**config.mk**
```make
export PLATFORM = sky130hd
export DESIGN_NAME = baro_div
export DESIGN_NICKNAME = d
export VERILOG_FILES = /design/src/rtl/core/baro_div.sv
export SDC_FILE = /design/constraint.sdc
export NUM_CORES = 2
export LEC_CHECK = 0
export ABC_AREA = 1
export BUFFER_PORTS_ARGS = -buffer_cell sky130_fd_sc_hd__buf_4
export CAP_MARGIN = 20
export CORE_MARGIN = 5
export CORE_UTILIZATION = 35
export DETAILED_ROUTE_END_ITERATION = 10
export GPL_TIMING_DRIVEN = 0
export SYNTH_ARGS = -nofsm -noshare
export SYNTH_HDL_FRONTEND = slang
export SYNTH_SLANG_ARGS = --single-unit
```
**constraint.sdc**
```tcl
create_clock -name clock -period 3.17 [get_ports clock]
set_input_delay 0.1585 -clock clock [delete_from_list [all_inputs] [get_ports clock]]
set_output_delay 0.1585 -clock clock [all_outputs]
set_load 0.05 [all_outputs]
```
**src/rtl/core/baro_div.sv**
```systemverilog
module baro_div #(
   parameter int NumW  = 27,
   parameter int DenW  = 18,
   parameter int SideW = 1
) (
   input  logic             clock,
   input  logic             reset,
   input  logic             en,
   input  logic             in_vld,
   input  logic [NumW-1:0]  in_num,
   input  logic [DenW-1:0]  in_den,
   input  logic [SideW-1:0] in_side,
   output logic             out_vld,
   output logic [NumW-1:0]  out_quo,
   output logic [SideW-1:0] out_side
);

   // one quotient bit per stage, msb first
   logic             vld_ff  [NumW];
   logic [NumW-1:0]  num_ff  [NumW];
   logic [DenW-1:0]  rem_ff  [NumW];
   logic [DenW-1:0]  den_ff  [NumW];
   logic [SideW-1:0] side_ff [NumW];

   logic [NumW-1:0]  num_in  [NumW];
   logic [DenW-1:0]  rem_in  [NumW];

   always_comb begin
      logic [NumW-1:0] src_num;
      logic [DenW-1:0] src_rem;
      logic [DenW-1:0] src_den;
      logic [DenW:0]   trial;
      for (int k = 0; k < NumW; k++) begin
         if (k == 0) begin
            src_num = in_num;
            src_rem = '0;
            src_den = in_den;
         end else begin
            src_num = num_ff[k-1];
            src_rem = rem_ff[k-1];
            src_den = den_ff[k-1];
         end
         trial = {src_rem, src_num[NumW-1]};
         if (trial >= {1'b0, src_den}) begin
            rem_in[k] = DenW'(trial - {1'b0, src_den});
            num_in[k] = {src_num[NumW-2:0], 1'b1};
         end else begin
            rem_in[k] = trial[DenW-1:0];
            num_in[k] = {src_num[NumW-2:0], 1'b0};
         end
      end
   end

   always_ff @(posedge clock) begin
      if (reset) begin
         for (int k = 0; k < NumW; k++) vld_ff[k] <= 1'b0;
      end else if (en) begin
         vld_ff[0] <= in_vld;
         for (int k = 1; k < NumW; k++) vld_ff[k] <= vld_ff[k-1];
      end
   end

   always_ff @(posedge clock) begin
      if (en) begin
         for (int k = 0; k < NumW; k++) begin
            num_ff[k] <= num_in[k];
            rem_ff[k] <= rem_in[k];
         end
         den_ff[0]  <= in_den;
         side_ff[0] <= in_side;
         for (int k = 1; k < NumW; k++) begin
            den_ff[k]  <= den_ff[k-1];
            side_ff[k] <= side_ff[k-1];
         end
      end
   end

   assign out_vld  = vld_ff[NumW-1];
   assign out_quo  = num_ff[NumW-1];
   assign out_side = side_ff[NumW-1];

endmodule

```
==> run_results.csv <==
group,metric,value,unit
grt,track_usage,0.165,
synthesis,synth.largest_area_cell,"edfxtp_1",
cells_and_area,fillerInstances,24900,
detailed_routing,wirelength,223,mm
detailed_routing,via_count,61400,
detailed_routing,met2RoutedLength,103,mm
synthesis,mappedNetlistArea,89500,µm²
power_and_ir_drop,power.switching_fraction,0.396,
detailed_routing,drt-initial-drc-count,4424,
floorplanning,die_x,516,µm
detailed_routing,remaining_drc_errors,0,
cells_and_area,final_net_count,10100,
sta,final_number_of_setup_violating_endpoints,0,
power_and_ir_drop,vdd_drop_max,0.000601,V
worst_setup_path,critPathLaunchType,"register",
detailed_routing,route.antenna.remaining_nets,0,
worst_setup_path,critPathRequiredTime,3.89,ns
clock_tree,cts-htree-levels,4,
sta,worst_hold_slack,-0.149,ns
detailed_routing,vias_per_cell,4.71,
cells_and_area,mostFrequentLayoutCell,"nand2_1",
synthesis,synth_adder_area_share,0.0713,
grt,grt_max_degree,192,
clock_tree,clk_latency,0.85,ns
clock_tree,ctsLongestPathBuffers,3,
clock_tree,ctsRootBufferMaster,"clkbuf_16",
synthesis,synth_flop_cell,"edfxtp_1",
floorplanning,effective_utilization_at_floorplan,0.352,
status,status,"finished, violations left",
detailed_routing,drt_pass1_iterations,6,
synthesis,ys_ff_latch,1719,
cells_and_area,final_core_util,0.402,
cells_and_area,layout-area-overhead-vs-synth,14.2,%
power_and_ir_drop,power.net_switching,37.9,mW
clock_tree,clock_tree_from_tritoncts,"yes",
sta,finalCriticalPeriod,2.74,ns
floorplanning,pin_count,79,
clock_tree,number_of_buffers_added_to_fix_hold_violations_after_cts,89,
sta,hold_viol_final,33,
clock_tree,clock_sink_count,1719,
floorplanning,die-area,266000,µm²
sta,max-slew-margin-rel,0.263,
synthesis,synthArstFlopShare,0,
grt,antenna_found_initial,2,
floorplanning,fp.coreArea,254000,µm²
cells_and_area,finish.cell_count_without_fillers,13000,
sta,crit_share_post_route,0.863,
detailed_routing,maxUsedRoutingLayer,"met4",
placed_design,dpl.cell_count,12600,
hold_path,hold_path_class,"input pin to register",
power_and_ir_drop,power_per_cell_area,937,nW/µm²
synthesis,synth.distinct_cells,39,
sta,highest_clock_rate,365,MHz
power_and_ir_drop,clockPowerShare,0.242,
status,violations,"hold timing",
floorplanning,chipHeight,516,µm
sta,grt_setup_unrepaired,"false",
detailed_routing,routed-wl-met3,9.15,mm
placed_design,globalplace.congestion,0.872,
synthesis,yosys.area_share.xor_xnor,0.0197,
synthesis,synth_top_family_by_area,"simple AND/OR/NAND/NOR gates",
synthesis,syn-instance-count,9134,
synthesis,synth.yosys.seq_area_share,0.577,
sta,timing.clock.skew,0.0449,ns
power_and_ir_drop,static-leakage-power,45.2,nW
clock_tree,path_clk_slew,0.06,ns
synthesis,number_of_flops_mapped_to_enable_cells_by_yosys,1719,
worst_setup_path,critPathKind,"register to register",
clock_tree,numCtsBuffers,195,
power_and_ir_drop,seq_power_share,0.355,
floorplanning,std_cell_rows,185,
clock_tree,post_cts.repair.setup_buffers,0,
power_and_ir_drop,combinational_power_share,0.403,
flow_run,timing.max_cap.violations,0,
worst_setup_path,worstPathMaxFanout,10,
synthesis,synth.net_count,9679,
synthesis,synth_top_area_share,0.577,
synthesis,yosysWarnings,0,
worst_setup_path,worstSetupEndpointType,"register",
detailed_routing,wl_per_cell,17.1,µm
grt,global_route_wire_length_before_repair,347,mm
power_and_ir_drop,intPower,57.9,mW
cells_and_area,layout.cells.most_common_list,"nand2_1, edfxtp_1, inv_1",
detailed_routing,routedLengthMet1,105,mm
grt,number_of_global_route_vias_before_repair,60500,
placed_design,numPortBuffers,78,
sta,slew_viol_final,0,
synthesis,post_synth_mux_area_share,0,
placed_design,place_hpwl,168,mm
cells_and_area,final_layout_size_suffix_gt1_frac,0.0867,
worst_setup_path,critical_path_arrival,3.45,ns
synthesis,yosys.area_share.simple,0.233,
sta,actual_transition_at_the_worst_max_transition_pin,1.11,ns
synthesis,ys_top_cells_by_area,"edfxtp_1, nand2_1, ha_1, inv_1, nand3_1",
synthesis,mapped_avg_cell_area,9.80,µm²
grt,grt_overflow_total,0,
synthesis,synth_compound_gate_area_share,0.0305,
==> cell usage after synthesis (all sizes together), types with 5 or more instances <==
master and n:
a21oi 248, a41oi 8, and2 25, buf 107, clkinv 5, edfxtp 1719, fa 25, ha 470
inv 1382, nand2 2905, nand3 741, nand3b 199, nand4 69, nor2 699, nor3 98, nor4 11
o21ai 140, o21bai 26, or2 48, xnor2 9, xor2 192
==> worst max-delay path, cell delays in order, from the launching register on <==
cell      delay, ns
edfxtp_1       0.42
ha_1           0.43
nand2_1        0.12
nor2_1         0.07
nand2_1        0.15
inv_1          0.08
a21oi_1        0.87
nand3_1        0.32
nand2_1        0.16
==> metrics by stage <==
| stage | TNS (ns) | total power [mW] | setup slack, ns | area [µm²] | hold WS (ns) |
|---|---|---|---|---|---|
| after CTS | 0 | 96.7 | 0.336 | 102000 | -0.195 |
| after global placement | - | 73.3 | -15.98 | 94300 | 0.338 |
| final | 0 | 95.8 | 0.433 | 102000 | -0.149 |
| after global routing | 0 | 103 | 0.135 | 102000 | -0.174 |
| after floorplan | 0 | 61.0 | 1.23 | 89500 | 0.257 |
| after detailed placement | -74.75 | 72.8 | -0.607 | 94600 | 0.338 |
==> layout make-up <==
| cell class | count | area, µm² | share of cell area |
|---|---|---|---|
| clock buffers | 230 | 5010 | 0.0490 |
| plain buffers | 111 | 961 | 0.00940 |
| well taps | 3366 | 4210 | 0.0412 |
| multi-input cells | 5917 | 31700 | 0.310 |
| clock inverters | 139 | 1680 | 0.0164 |
| diodes | 2 | 5.00 | 0.0000490 |
| repair buffers | 177 | 1770 | 0.0173 |
| flip-flops and latches | 1719 | 51600 | 0.505 |
| inverters | 1387 | 5210 | 0.0510 |
==> worst paths after layout <==
check / start / slack, ns / endpoint / cells past startpoint
worst max-delay path: rem_ff[1][122] / 0.43 / rem_ff[1][141] / 8
worst min-delay path: en / -0.15 / num_ff[0][17] / 1
worst max register to register: rem_ff[1][122] / 0.43 / rem_ff[1][141] / 8
worst min register to register: num_ff[0][75] / 0.38 / num_ff[0][103] / 0
==> power groups by stage <==
stage                     Sequential [mW]  Clock [mW]  Combinational [mW]
after floorplan                      33.0           0                28.0
final                                34.0        23.2                38.6
after global routing                 34.4        25.0                43.6
after CTS                            34.1        24.1                38.5
after detailed placement             34.6           0                38.2
after global placement               35.2           0                38.1
==> routing by layer <==
metal	vias to the layer above	track usage
li1	30900	-
met1	29000	0.231
met2	1182	0.271
met3	313	0.0223
met4	0	0.0422
met5	-	0
==> flip-flops by register name (all words and copies together) (netlist names) <==
| register | flops |
|---|---|
| num_ff | 729 |
| rem_ff | 468 |
| den_ff | 468 |
| vld_ff | 27 |
| side_ff | 27 |
==> timing repair <==
item,4_1_cts,5_1_grt
endpoints found under the setup margin,0,0
hold endpoints to repair,195,115
resized for setup,0,0
==> cell families after synthesis <==
family                   after synthesis
buffers and inverters               1498
adder cells (fa/ha/maj)              495
AND/OR/NAND/NOR                     4795
XOR/XNOR                             201
flip-flops                          1719
AO/OA/AOI/OAI                        426
No activity file was read; power rests on OpenSTA's default activity.
